## config.mk

```make
export PLATFORM = sky130hd
export DESIGN_NAME = adjacency_matrix_reachability
export DESIGN_NICKNAME = d
export VERILOG_FILES = /design/src/rtl/core/amr_pkg.sv /design/src/rtl/core/amr_ram.sv /design/src/rtl/core/amr_ctrl.sv /design/src/rtl/core/amr_datapath.sv /design/src/rtl/core/adjacency_matrix_reachability.sv
export SDC_FILE = /design/constraint.sdc
export NUM_CORES = 2
export LEC_CHECK = 0
export ABC_AREA = 1
export BUFFER_PORTS_ARGS = -buffer_cell sky130_fd_sc_hd__buf_4
export CAP_MARGIN = 5
export CORE_ASPECT_RATIO = 1.25
export CORE_MARGIN = 1
export CORE_UTILIZATION = 65
export DETAILED_ROUTE_END_ITERATION = 12
export PLACE_DENSITY = 0.83
export SYNTH_ARGS = -nofsm -noshare
export SYNTH_HDL_FRONTEND = slang
export SYNTH_HIERARCHICAL = 1
export SYNTH_SLANG_ARGS = --single-unit
```

## constraint.sdc

```tcl
create_clock -name clk -period 11.7 [get_ports clk]
set_input_delay 3.51 -clock clk [delete_from_list [all_inputs] [get_ports clk]]
set_output_delay 3.51 -clock clk [all_outputs]
set_load 0.05 [all_outputs]
```

## src/rtl/core/amr_pkg.sv

```systemverilog
// Shared types and constants of the adjacency matrix reachability block.
package amr_pkg;

    localparam int unsigned VERT_W      = 5;
    localparam int unsigned MODE_W      = 2;
    localparam int unsigned STATUS_W    = 3;
    localparam int unsigned TOTAL_W     = 9;
    localparam int unsigned CFG_W       = 6;
    localparam int unsigned IN_TDATA_W  = 16;
    localparam int unsigned OUT_TDATA_W = 16;

    localparam logic [CFG_W-1:0] CFG_RESET = 6'd32;

    localparam logic [MODE_W-1:0] MODE_ADD    = 2'd0;
    localparam logic [MODE_W-1:0] MODE_REMOVE = 2'd1;
    localparam logic [MODE_W-1:0] MODE_EDGE   = 2'd2;
    localparam logic [MODE_W-1:0] MODE_PATH   = 2'd3;

    localparam logic [STATUS_W-1:0] ST_OK     = 3'd0;
    localparam logic [STATUS_W-1:0] ST_DUP    = 3'd1;
    localparam logic [STATUS_W-1:0] ST_SELF   = 3'd2;
    localparam logic [STATUS_W-1:0] ST_ABSENT = 3'd3;
    localparam logic [STATUS_W-1:0] ST_RANGE  = 3'd4;

    localparam logic [1:0] FND_ZERO = 2'd0;
    localparam logic [1:0] FND_EDGE = 2'd1;
    localparam logic [1:0] FND_PATH = 2'd2;

    typedef struct packed {
        logic                load;
        logic                rd_a;
        logic                rd_b;
        logic                wr_a;
        logic                wr_b;
        logic                walk_start;
        logic                walk_step;
        logic                res_set;
        logic [STATUS_W-1:0] res_status;
        logic [1:0]          res_found;
        logic                cnt_inc;
        logic                cnt_dec;
        logic                out_load;
    } amr_cmd_t;

    typedef struct packed {
        logic              in_range;
        logic              self_loop;
        logic [MODE_W-1:0] mode;
        logic              edge_bit;
        logic              walk_done;
        logic              out_free;
    } amr_sts_t;

endpackage

```

## src/rtl/core/amr_ram.sv

```systemverilog
// Generic simple dual-port RAM with registered read data.
module amr_ram #(
    parameter int unsigned WIDTH = 32,
    parameter int unsigned DEPTH = 32
) (
    input  logic                                       clk,
    input  logic                                       we,
    input  logic [((DEPTH > 1) ? $clog2(DEPTH) : 1)-1:0] waddr,
    input  logic [WIDTH-1:0]                           wdata,
    input  logic                                       re,
    input  logic [((DEPTH > 1) ? $clog2(DEPTH) : 1)-1:0] raddr,
    output logic [WIDTH-1:0]                           rdata
);

    logic [WIDTH-1:0] mem [DEPTH];

    always_ff @(posedge clk)
    begin
        if (we)
        begin
            mem[waddr] <= wdata;
        end
        if (re)
        begin
            rdata <= mem[raddr];
        end
    end

endmodule

```

## src/rtl/core/amr_ctrl.sv

```systemverilog
// Controller state machine of the reachability block.
module amr_ctrl (
    input  logic               clk,
    input  logic               rst_n,
    input  logic               in_valid,
    output logic               in_ready,
    input  amr_pkg::amr_sts_t  sts,
    output amr_pkg::amr_cmd_t  cmd
);

    import amr_pkg::*;

    localparam logic [2:0] S_IDLE   = 3'd0;
    localparam logic [2:0] S_DECODE = 3'd1;
    localparam logic [2:0] S_CHK    = 3'd2;
    localparam logic [2:0] S_WRB    = 3'd3;
    localparam logic [2:0] S_WALK   = 3'd4;
    localparam logic [2:0] S_FIN    = 3'd5;

    logic [2:0] state_reg;
    logic [2:0] state_next;

    always_comb
    begin
        cmd        = '0;
        state_next = state_reg;
        in_ready   = (state_reg == S_IDLE);
        unique case (state_reg)
            S_IDLE:
            begin
                if (in_valid)
                begin
                    cmd.load   = 1'b1;
                    state_next = S_DECODE;
                end
            end
            S_DECODE:
            begin
                if (!sts.in_range)
                begin
                    cmd.res_set    = 1'b1;
                    cmd.res_status = ST_RANGE;
                    cmd.res_found  = FND_ZERO;
                    state_next     = S_FIN;
                end
                else if (sts.mode == MODE_PATH)
                begin
                    cmd.walk_start = 1'b1;
                    state_next     = S_WALK;
                end
                else
                begin
                    cmd.rd_a   = 1'b1;
                    state_next = S_CHK;
                end
            end
            S_CHK:
            begin
                cmd.res_set   = 1'b1;
                cmd.res_found = FND_ZERO;
                state_next    = S_FIN;
                priority if (sts.mode == MODE_ADD)
                begin
                    if (sts.edge_bit)
                    begin
                        cmd.res_status = ST_DUP;
                    end
                    else if (sts.self_loop)
                    begin
                        cmd.res_status = ST_SELF;
                    end
                    else
                    begin
                        cmd.res_status = ST_OK;
                        cmd.wr_a       = 1'b1;
                        cmd.rd_b       = 1'b1;
                        cmd.cnt_inc    = 1'b1;
                        state_next     = S_WRB;
                    end
                end
                else if (sts.mode == MODE_REMOVE)
                begin
                    if (!sts.edge_bit)
                    begin
                        cmd.res_status = ST_ABSENT;
                    end
                    else
                    begin
                        cmd.res_status = ST_OK;
                        cmd.wr_a       = 1'b1;
                        cmd.rd_b       = 1'b1;
                        cmd.cnt_dec    = 1'b1;
                        state_next     = S_WRB;
                    end
                end
                else
                begin
                    cmd.res_status = ST_OK;
                    cmd.res_found  = FND_EDGE;
                end
            end
            S_WRB:
            begin
                cmd.wr_b   = 1'b1;
                state_next = S_FIN;
            end
            S_WALK:
            begin
                cmd.walk_step = 1'b1;
                if (sts.walk_done)
                begin
                    cmd.res_set    = 1'b1;
                    cmd.res_status = ST_OK;
                    cmd.res_found  = FND_PATH;
                    state_next     = S_FIN;
                end
            end
            S_FIN:
            begin
                if (sts.out_free)
                begin
                    cmd.out_load = 1'b1;
                    state_next   = S_IDLE;
                end
            end
            default:
            begin
                state_next = S_IDLE;
            end
        endcase
    end

    always_ff @(posedge clk or negedge rst_n)
    begin
        if (!rst_n)
        begin
            state_reg <= S_IDLE;
        end
        else
        begin
            state_reg <= state_next;
        end
    end

endmodule

```

## src/rtl/core/amr_datapath.sv

```systemverilog
// Datapath of the reachability block: adjacency RAM, walk masks, counter, result.
module amr_datapath #(
    parameter int unsigned MAX_VERTICES = 32
) (
    input  logic                            clk,
    input  logic                            rst_n,
    input  logic                            cfg_wr_en,
    input  logic [amr_pkg::CFG_W-1:0]       cfg_wr_data,
    input  logic [amr_pkg::MODE_W-1:0]      in_mode,
    input  logic [amr_pkg::VERT_W-1:0]      in_a,
    input  logic [amr_pkg::VERT_W-1:0]      in_b,
    input  amr_pkg::amr_cmd_t               cmd,
    output amr_pkg::amr_sts_t               sts,
    output logic                            out_valid,
    input  logic                            out_ready,
    output logic [amr_pkg::STATUS_W-1:0]    out_status,
    output logic                            out_found,
    output logic [amr_pkg::TOTAL_W-1:0]     out_total
);

    import amr_pkg::*;

    localparam int unsigned AW = (MAX_VERTICES > 1) ? $clog2(MAX_VERTICES) : 1;
    localparam int unsigned NW = $clog2(MAX_VERTICES + 1);
    localparam int unsigned CW = (NW > VERT_W) ? NW : VERT_W;
    localparam logic [MAX_VERTICES-1:0] ONE = MAX_VERTICES'(1);

    logic [CFG_W-1:0]        vcount_reg;
    logic [MODE_W-1:0]       mode_reg;
    logic [VERT_W-1:0]       a_reg;
    logic [VERT_W-1:0]       b_reg;
    logic [MAX_VERTICES-1:0] row_valid_reg;
    logic                    rd_valid_reg;
    logic                    rd_valid_next;
    logic [MAX_VERTICES-1:0] visited_reg;
    logic [MAX_VERTICES-1:0] visited_next;
    logic [MAX_VERTICES-1:0] pending_reg;
    logic [MAX_VERTICES-1:0] pending_next;
    logic                    rd_pend_reg;
    logic [TOTAL_W-1:0]      total_reg;
    logic [STATUS_W-1:0]     status_reg;
    logic                    found_reg;
    logic                    found_next;
    logic                    out_valid_reg;
    logic [STATUS_W-1:0]     out_status_reg;
    logic                    out_found_reg;
    logic [TOTAL_W-1:0]      out_total_reg;

    logic [NW-1:0]           n_active;
    logic [MAX_VERTICES-1:0] live;
    logic [AW-1:0]           a_idx;
    logic [AW-1:0]           b_idx;
    logic [AW-1:0]           pick_idx;
    logic                    pending_any;
    logic                    walk_rd;
    logic [MAX_VERTICES-1:0] new_bits;
    logic [MAX_VERTICES-1:0] ram_rdata;
    logic [MAX_VERTICES-1:0] rd_row;
    logic                    ram_re;
    logic [AW-1:0]           ram_raddr;
    logic                    ram_we;
    logic [AW-1:0]           ram_waddr;
    logic [MAX_VERTICES-1:0] ram_wdata;
    logic                    set_val;

    assign a_idx = AW'(a_reg);
    assign b_idx = AW'(b_reg);

    // Active vertex count saturates at the matrix size.
    always_comb
    begin
        if (vcount_reg > MAX_VERTICES)
        begin
            n_active = NW'(MAX_VERTICES);
        end
        else
        begin
            n_active = NW'(vcount_reg);
        end
    end

    always_comb
    begin
        for (int i = 0; i < MAX_VERTICES; i++)
        begin
            live[i] = (NW'(i) < n_active);
        end
    end

    // Rows never written read as empty.
    assign rd_row = ram_rdata & {MAX_VERTICES{rd_valid_reg}};

    // Lowest vertex still waiting for expansion.
    always_comb
    begin
        pick_idx = '0;
        for (int i = MAX_VERTICES - 1; i >= 0; i--)
        begin
            if (pending_reg[i])
            begin
                pick_idx = AW'(i);
            end
        end
    end

    assign pending_any = |pending_reg;
    assign walk_rd     = cmd.walk_step && pending_any;
    assign new_bits    = rd_pend_reg ? (rd_row & live & ~visited_reg) : '0;

    always_comb
    begin
        ram_re = cmd.rd_a || cmd.rd_b || walk_rd;
        priority if (cmd.rd_a)
        begin
            ram_raddr = a_idx;
        end
        else if (cmd.rd_b)
        begin
            ram_raddr = b_idx;
        end
        else
        begin
            ram_raddr = pick_idx;
        end
    end

    // Write back the row just read with one bit set for add, cleared for remove.
    always_comb
    begin
        set_val   = (mode_reg == MODE_ADD);
        ram_we    = cmd.wr_a || cmd.wr_b;
        ram_waddr = cmd.wr_a ? a_idx : b_idx;
        ram_wdata = rd_row;
        if (cmd.wr_a)
        begin
            ram_wdata[b_idx] = set_val;
        end
        else
        begin
            ram_wdata[a_idx] = set_val;
        end
    end

    amr_ram #(
        .WIDTH (MAX_VERTICES),
        .DEPTH (MAX_VERTICES)
    ) u_amr_ram (
        .clk   (clk),
        .we    (ram_we),
        .waddr (ram_waddr),
        .wdata (ram_wdata),
        .re    (ram_re),
        .raddr (ram_raddr),
        .rdata (ram_rdata)
    );

    always_comb
    begin
        visited_next  = visited_reg;
        pending_next  = pending_reg;
        rd_valid_next = rd_valid_reg;
        if (ram_re)
        begin
            rd_valid_next = row_valid_reg[ram_raddr];
        end
        if (cmd.walk_start)
        begin
            visited_next = ONE << a_idx;
            pending_next = ONE << a_idx;
        end
        else if (cmd.walk_step)
        begin
            visited_next = visited_reg | new_bits;
            pending_next = (pending_reg & ~(walk_rd ? (ONE << pick_idx) : '0)) | new_bits;
        end
    end

    always_comb
    begin
        unique case (cmd.res_found)
            FND_EDGE: found_next = rd_row[b_idx];
            FND_PATH: found_next = visited_reg[b_idx];
            default:  found_next = 1'b0;
        endcase
    end

    always_ff @(posedge clk or negedge rst_n)
    begin
        if (!rst_n)
        begin
            vcount_reg    <= CFG_RESET;
            row_valid_reg <= '0;
            rd_valid_reg  <= 1'b0;
            visited_reg   <= '0;
            pending_reg   <= '0;
            rd_pend_reg   <= 1'b0;
            total_reg     <= '0;
            out_valid_reg <= 1'b0;
        end
        else
        begin
            if (cfg_wr_en)
            begin
                vcount_reg <= cfg_wr_data;
            end
            if (ram_we)
            begin
                row_valid_reg[ram_waddr] <= 1'b1;
            end
            rd_valid_reg <= rd_valid_next;
            visited_reg  <= visited_next;
            pending_reg  <= pending_next;
            rd_pend_reg  <= walk_rd;
            if (cmd.cnt_inc)
            begin
                total_reg <= total_reg + 1'b1;
            end
            else if (cmd.cnt_dec)
            begin
                total_reg <= total_reg - 1'b1;
            end
            if (cmd.out_load)
            begin
                out_valid_reg <= 1'b1;
            end
            else if (out_ready)
            begin
                out_valid_reg <= 1'b0;
            end
        end
    end

    always_ff @(posedge clk)
    begin
        if (cmd.load)
        begin
            mode_reg <= in_mode;
            a_reg    <= in_a;
            b_reg    <= in_b;
        end
        if (cmd.res_set)
        begin
            status_reg <= cmd.res_status;
            found_reg  <= found_next;
        end
        if (cmd.out_load)
        begin
            out_status_reg <= status_reg;
            out_found_reg  <= found_reg;
            out_total_reg  <= total_reg;
        end
    end

    always_comb
    begin
        sts.in_range  = (CW'(a_reg) < CW'(n_active)) && (CW'(b_reg) < CW'(n_active));
        sts.self_loop = (a_reg == b_reg);
        sts.mode      = mode_reg;
        sts.edge_bit  = rd_row[b_idx];
        sts.walk_done = !pending_any && !rd_pend_reg;
        sts.out_free  = !out_valid_reg || out_ready;
    end

    assign out_valid  = out_valid_reg;
    assign out_status = out_status_reg;
    assign out_found  = out_found_reg;
    assign out_total  = out_total_reg;

endmodule

```

## src/rtl/core/adjacency_matrix_reachability.sv

```systemverilog
// Top level of the undirected graph adjacency matrix and reachability block.
//
//  channel   | group                       | contents (lowest bit first)
//  ----------+-----------------------------+-----------------------------------------
//  request   | s_axis_tvalid/tready/...    | tuser: mode; tdata: vertex_a, vertex_b
//  result    | m_axis_tvalid/tready/tdata  | tdata: status, found, edge_total
//  config    | cfg_wr_en, cfg_wr_data      | vertex_count, written on any enabled edge
//
// One request word is in flight at a time. A range refusal goes from decode
// straight to the final state; edge queries and refused adds or removes read row a;
// successful adds and removes read row a, write it and read row b, then write row b.
// A path query reads one row per cycle, but a row must land before the vertices it
// adds can be picked, so along a chain each read waits for the row before it.
// Reset clears the graph at once through per-row valid bits, so the block takes
// words right after reset. A finished result waits in the output register while
// the next request word is accepted; a stalled result holds the block in its final
// state until the result word is taken.
module adjacency_matrix_reachability #(
    parameter int unsigned MAX_VERTICES = 32
) (
    input  logic                                clk,
    input  logic                                rst_n,
    // vertex_count register
    input  logic                                cfg_wr_en,
    input  logic [amr_pkg::CFG_W-1:0]           cfg_wr_data,
    // request stream
    input  logic                                s_axis_tvalid,
    output logic                                s_axis_tready,
    input  logic [amr_pkg::IN_TDATA_W-1:0]      s_axis_tdata,   // [4:0] vertex_a, [9:5] vertex_b
    input  logic [amr_pkg::MODE_W-1:0]          s_axis_tuser,   // [1:0] mode
    // result stream
    output logic                                m_axis_tvalid,
    input  logic                                m_axis_tready,
    output logic [amr_pkg::OUT_TDATA_W-1:0]     m_axis_tdata    // [2:0] status, [3] found,
                                                                // [12:4] edge_total
);

    import amr_pkg::*;

    amr_cmd_t            cmd;
    amr_sts_t            sts;
    logic [STATUS_W-1:0] out_status;
    logic                out_found;
    logic [TOTAL_W-1:0]  out_total;

    // Sequence each request word through read, check, write-back or walk.
    amr_ctrl u_amr_ctrl (
        .clk      (clk),
        .rst_n    (rst_n),
        .in_valid (s_axis_tvalid),
        .in_ready (s_axis_tready),
        .sts      (sts),
        .cmd      (cmd)
    );

    // Hold the matrix, edge counter, walk masks and the result register.
    amr_datapath #(
        .MAX_VERTICES (MAX_VERTICES)
    ) u_amr_datapath (
        .clk         (clk),
        .rst_n       (rst_n),
        .cfg_wr_en   (cfg_wr_en),
        .cfg_wr_data (cfg_wr_data),
        .in_mode     (s_axis_tuser),
        .in_a        (s_axis_tdata[VERT_W-1:0]),
        .in_b        (s_axis_tdata[2*VERT_W-1:VERT_W]),
        .cmd         (cmd),
        .sts         (sts),
        .out_valid   (m_axis_tvalid),
        .out_ready   (m_axis_tready),
        .out_status  (out_status),
        .out_found   (out_found),
        .out_total   (out_total)
    );

    // Pack the result word, zero fill to whole bytes.
    assign m_axis_tdata = {{(OUT_TDATA_W - STATUS_W - 1 - TOTAL_W){1'b0}},
                           out_total, out_found, out_status};

endmodule

```

== Word-level counts from Yosys, hierarchy flattened ==
Memories as Yosys holds them, arrays and structs flattened. A register that Yosys moved wholly into a read port is not among the register bits.
Cells that the tools add are included.
Widths: inputs -> output; s select.
Cells by class
  $add $sub $neg: 2
  $lt $le $gt $ge: 42
  equality and inequality tests: 13
  shift operators: 2
  muxes and demuxes: 110
  bitwise gates (word level): 9
  reductions and logical operators: 20
Operators by type and width (number)
  $mux 32: 7
  $mux 5: 35
  $and 32x32->32: 4
  $lt 5x6->1 const A: 16
  $or 32x32->32: 3
  $bwmux 32: 2
  $not 32->32: 2
  $shl 1x5->32 const A: 2
  $lt 4x6->1 const A: 8
  $mux 3: 12
  $reduce_or 32->1: 1
  $mux 1: 29
  $lt 3x6->1 const A: 4
  $lt 5x6->1 const B: 4
  $mux 2: 11
  $mux 6: 3
  $mux 9: 2
  $pmux 3 s6: 1
  $pmux 6 s3: 1
  $bmux 1 s5: 3
  $demux 1 s5: 3
  $ge 5x1->1 const B: 3
  $lt 1x6->1 const A: 2
  $lt 2x6->1 const A: 2
  other kinds (19): 38
Word-level totals
  flip-flop bits (word level): 146
  RAM bits: 1024
  input port bits: 29
  output and inout bits: 18
  logic and storage cells: 216
  memories kept: 1
Memory list
  u_amr_datapath.u_amr_ram.mem: depth 32, width 32, rd ports 1, clocked after Yosys merged registers in 1, wr ports 1, line amr_ram.sv:15  | logic [WIDTH-1:0] mem [DEPTH];

== Logic depth before layout (Yosys ltp) ==
  depth after elaboration: 39
  gate-level depth with buffers: 48
  depth with buffers taken out: 44

== Modules after synthesis ==
Netlist, hierarchy kept.
Modules (own cells, without submodules)
  amr_ram: instances 1, cells an instance 3536, area an instance 42726.0 um^2
  amr_datapath: instances 1, cells an instance 1387, area an instance 9734.3 um^2
  amr_ctrl: instances 1, cells an instance 72, area an instance 385.4 um^2
  adjacency_matrix_reachability: instances 1, cells an instance 5, area an instance 33.8 um^2

== Least setup slack after synthesis ==
OpenSTA, ideal clock, no wires.
  kind: in2reg
  start point: input m_axis_tready
  end point: register u_amr_datapath.out_found_reg, in the netlist u_amr_datapath/out_found, enable pin
  library setup time: 420 ps
  data arrival time: 5004 ps
  slack: 6276 ps
  stages on the path: 4
  buffers on the path: 0
  cells stage by stage: inv_1 nand2_1 inv_1 nor4_1
RTL lines
  from (decl): line adjacency_matrix_reachability.sv:33  | input logic m_axis_tready,
  to (signal assigned): line amr_datapath.sv:249  | out_found_reg <= found_reg;
  to (decl): line amr_datapath.sv:46  | logic out_found_reg;

==> flow_metrics.py <==
metrics = {
    "setup_path": {
        "cp.arrival_ns": 8.69,
        "crit_path_end_kind": "flip-flop",
        "kind_of_critical_path": "reg2reg",
        "cp_max_fo": 258,
        "cp-start-kind": "flip-flop",
        "critical_path_required_ns": 12.26,
        "reg2reg_slack_ns": 3.56,
    },
    "clock_network": {
        "insertion_delay_ns": 0.70,
        "tritoncts": "yes",
        "clockBufferDepth": 3,
        "count_of_instances_resized_after_the_clock_tree_is_built": 0,
        "clk_transition_reported_paths_ns": 0.06,
        "clock_sinks": 1202,
        "cts-htree-levels": 3,
        "root_buffer": "clkbuf_16",
        "cts_setup_buffers": 0,
        "cts.hold.buffers_added": 0,
        "numCtsBuffers": 109,
    },
    "floorplan": {
        "dieHeight_um": 321,
        "dieArea_sq_mm": 0.0825,
        "io_pins": 47,
        "std_cell_rows": 116,
        "placeableCoreArea_sq_mm": 0.0803,
        "start_util_pct": 65.9,
        "chipWidth_um": 257,
    },
    "yosys": {
        "synthSimpleGateAreaFrac_pct": 22.5,
        "synth.top_cell.area_share_pct": 61.6,
        "mux_cell_area_share_after_synthesis_pct": 0,
        "synth_sequential_area_ratio_pct": 67.2,
        "synth_ff_type": "edfxtp_1",
        "synth-compound-area-share_pct": 4.63,
        "post_synth_xor_area_fraction_pct": 0.0828,
        "postSynthCellCount": 5000,
        "synth_top_family_by_area": "simple AND/OR/NAND/NOR gates",
        "syn-cell-area_sq_mm": 0.0529,
        "yosys.area_share.adder_pct": 0.440,
        "postSynthRegisterBits": 1202,
        "warning_count_from_the_yosys_run": 6,
        "synthDominantAreaCellType": "edfxtp_1",
        "synth_enable_flop_cells": 1085,
        "asyncSetResetFlopFracSynth_pct": 9.73,
        "yosys-top-cells-area": "edfxtp_1 62%, nand2_1 12%, nand3_1 8.1%",
        "postSynthAreaPerCell_sq_um": 10.6,
        "synthDistinctLibCells": 52,
    },
    "routing": {
        "antenna_left": 0,
        "drt_wl_total_um": 144000,
        "routed_wire_per_std_cell_um": 23.6,
        "drt_first_pass_iters": 8,
        "vias": 39000,
        "detail_route.drc_violations": 0,
        "first_iter_violations": 5921,
        "detail_route.vias_per_cell": 6.40,
    },
    "timing": {
        "fin_skew_ns": 0.0252,
        "timing.setup.tns_ns": 0,
        "setup_repair_after_global_routing_missed_its_margin": "false",
        "finalMaxSlewViolations": 0,
        "min_period_over_period_pct": 69.5,
        "hold_viol": 0,
        "tightestPinTransition_ns": 1.26,
        "final_period_minus_worst_setup_slack_ns": 8.14,
        "max_slew_margin_pct": 16.0,
        "fmaxAchievable_mhz": 123,
        "setup_viol": 0,
    },
    "placement": {
        "gp_routability_congestion": 0.965,
        "post_dp_cell_area_sq_mm": 0.0537,
        "placed_cells": 5896,
        "port-buffer-count": 37,
        "hpwlAfterDp_um": 80900,
    },
    "global_routing": {
        "first_global_vias": 37800,
        "grt_start_max_net_pins": 259,
        "grt_first_pass_wirelength_um": 216000,
        "number_of_antenna_violations_at_the_first_check_in_global_routing": 2,
        "global_route.usage.total_pct": 34.8,
        "overflow": 0,
    },
    "job": {
        "drv_cap": 0,
    },
    "layout": {
        "mostFrequentLayoutCell": "nand2_1",
        "layout-drive-gt1-share_pct": 7.20,
        "finish.net_count": 4995,
        "fin_area_sq_mm": 0.0574,
        "final.fill_count": 5145,
        "registers.top_by_ff_count": "u_amr_datapath/u_amr_ram/mem",
        "layout_common_cells": "1,721 x nand2_1, 1,085 x edfxtp_1, 855 x nand3_1, 225 x inv_1, 165 x nor2_1",
        "finish.cell_count_without_fillers": 6102,
        "area.growth.synth_to_final_pct": 8.52,
        "largest_reg_flops": 1024,
    },
    "hold_path": {
        "min-delay-path-class": "reg2reg",
    },
    "outcome": {
        "status": "finished, final reports clean",
    },
}
==> layer usage <==
layer / vias up / track usage [%] / routed length (um)
met2: 2837 / 57.2 / 70400
met3: 564 / 5.78 / 16700
li1: 17200 / - / -
met5: - / 0 / 15
met4: 2 / 20.1 / 7980
met1: 18400 / 44.0 / 49200
==> synth_stat cells (3+ instances only) <==
cell type / instances
a21boi_0: 3
o311ai_0: 16
xor2_1: 3
o221ai_1: 26
a211oi_1: 4
a31oi_1: 4
nand4_1: 7
edfxtp_1: 1085
inv_2: 8
buf_6: 67
nor2_1: 199
o2111ai_1: 7
clkbuf_1: 81
buf_2: 83
a22oi_1: 9
nand2_2: 3
o22ai_1: 16
nand2_1: 1721
dfrtp_1: 116
nor3_1: 26
nor2_2: 5
buf_8: 3
o21ai_0: 177
nor4_1: 20
a21oi_1: 82
or2_2: 3
clkinv_1: 3
buf_1: 20
buf_4: 30
o31ai_1: 9
o211ai_1: 35
ha_1: 17
nand2_4: 4
nand3_1: 855
inv_1: 228
==> cell families (layout without fill, tap and decap cells) <==
family	count (synthesis)	in the layout
buf+inv	524	561
flops	1202	1202
other cells	1	4
simple gates	2845	2845
compound gates	405	405
fa+ha+maj	18	18
xor+xnor	5	5
==> worst max-delay path, cell delays in order (launching register included) <==
cell and delay (ns):
edfxtp_1 0.61, inv_1 0.08, nor2_1 0.65, inv_1 0.66, o21ai_0 0.67, o221ai_1 0.18, nand3_1 0.32, nand3_1 0.19
nor2_2 0.19, nor2_2 0.08, inv_1 0.05, buf_4 0.46, a21oi_1 0.21, nand2_4 0.25, nand2_8 0.45, inv_16 0.88
buf_4 0.77, nand2_1 0.15, nand3_1 0.14, nand3_1 0.08, nand2_1 0.10, nand2_1 0.06, nand2_1 0.18, nand2_1 0.10
nand2_1 0.12
==> worst paths after layout <==
check | from | cells past startpoint | endpoint
worst max-delay path | u_amr_datapath/b_idx[1] | 24 | u_amr_datapath/u_amr_ram/rdata[5]
worst min register to register | u_amr_datapath/found_reg | 0 | u_amr_datapath/out_found
min in group asynchronous | rst_n | 1 | u_amr_datapath/total_reg[6]
worst max register to register | u_amr_datapath/b_idx[1] | 24 | u_amr_datapath/u_amr_ram/rdata[5]
worst min-delay path | u_amr_datapath/found_reg | 0 | u_amr_datapath/out_found
max in group asynchronous | rst_n | 2 | u_amr_datapath/pending_reg[12]
==> per-stage QoR <==
step	worst slack [ns]	util, %	hold slack (ns)
after floorplan	6.28	-	0.400
after global placement	3.94	66.9	0.403
after detailed placement	3.93	66.9	0.412
after CTS	3.83	71.4	0.434
after global routing	3.14	71.5	0.440
final	3.56	71.5	0.431
==> layout make-up <==
type                            instances  area [sq um]  share of cell area (%)
Inverter                              240           938                    1.64
Tap cell                             1062          1330                    2.32
Antenna cell                            1          2.50                 0.00436
Sequential cell                      1202         35500                    61.9
Clock buffer                          141          2920                    5.09
Timing Repair Buffer                  119           966                    1.68
Clock inverter                         61           674                    1.18
Multi-Input combinational cell       3276         15000                    26.2
Power is left out: the tool's default activity adds up to more than one toggle a clock period on the data nets, which glitch-free logic cannot reach.
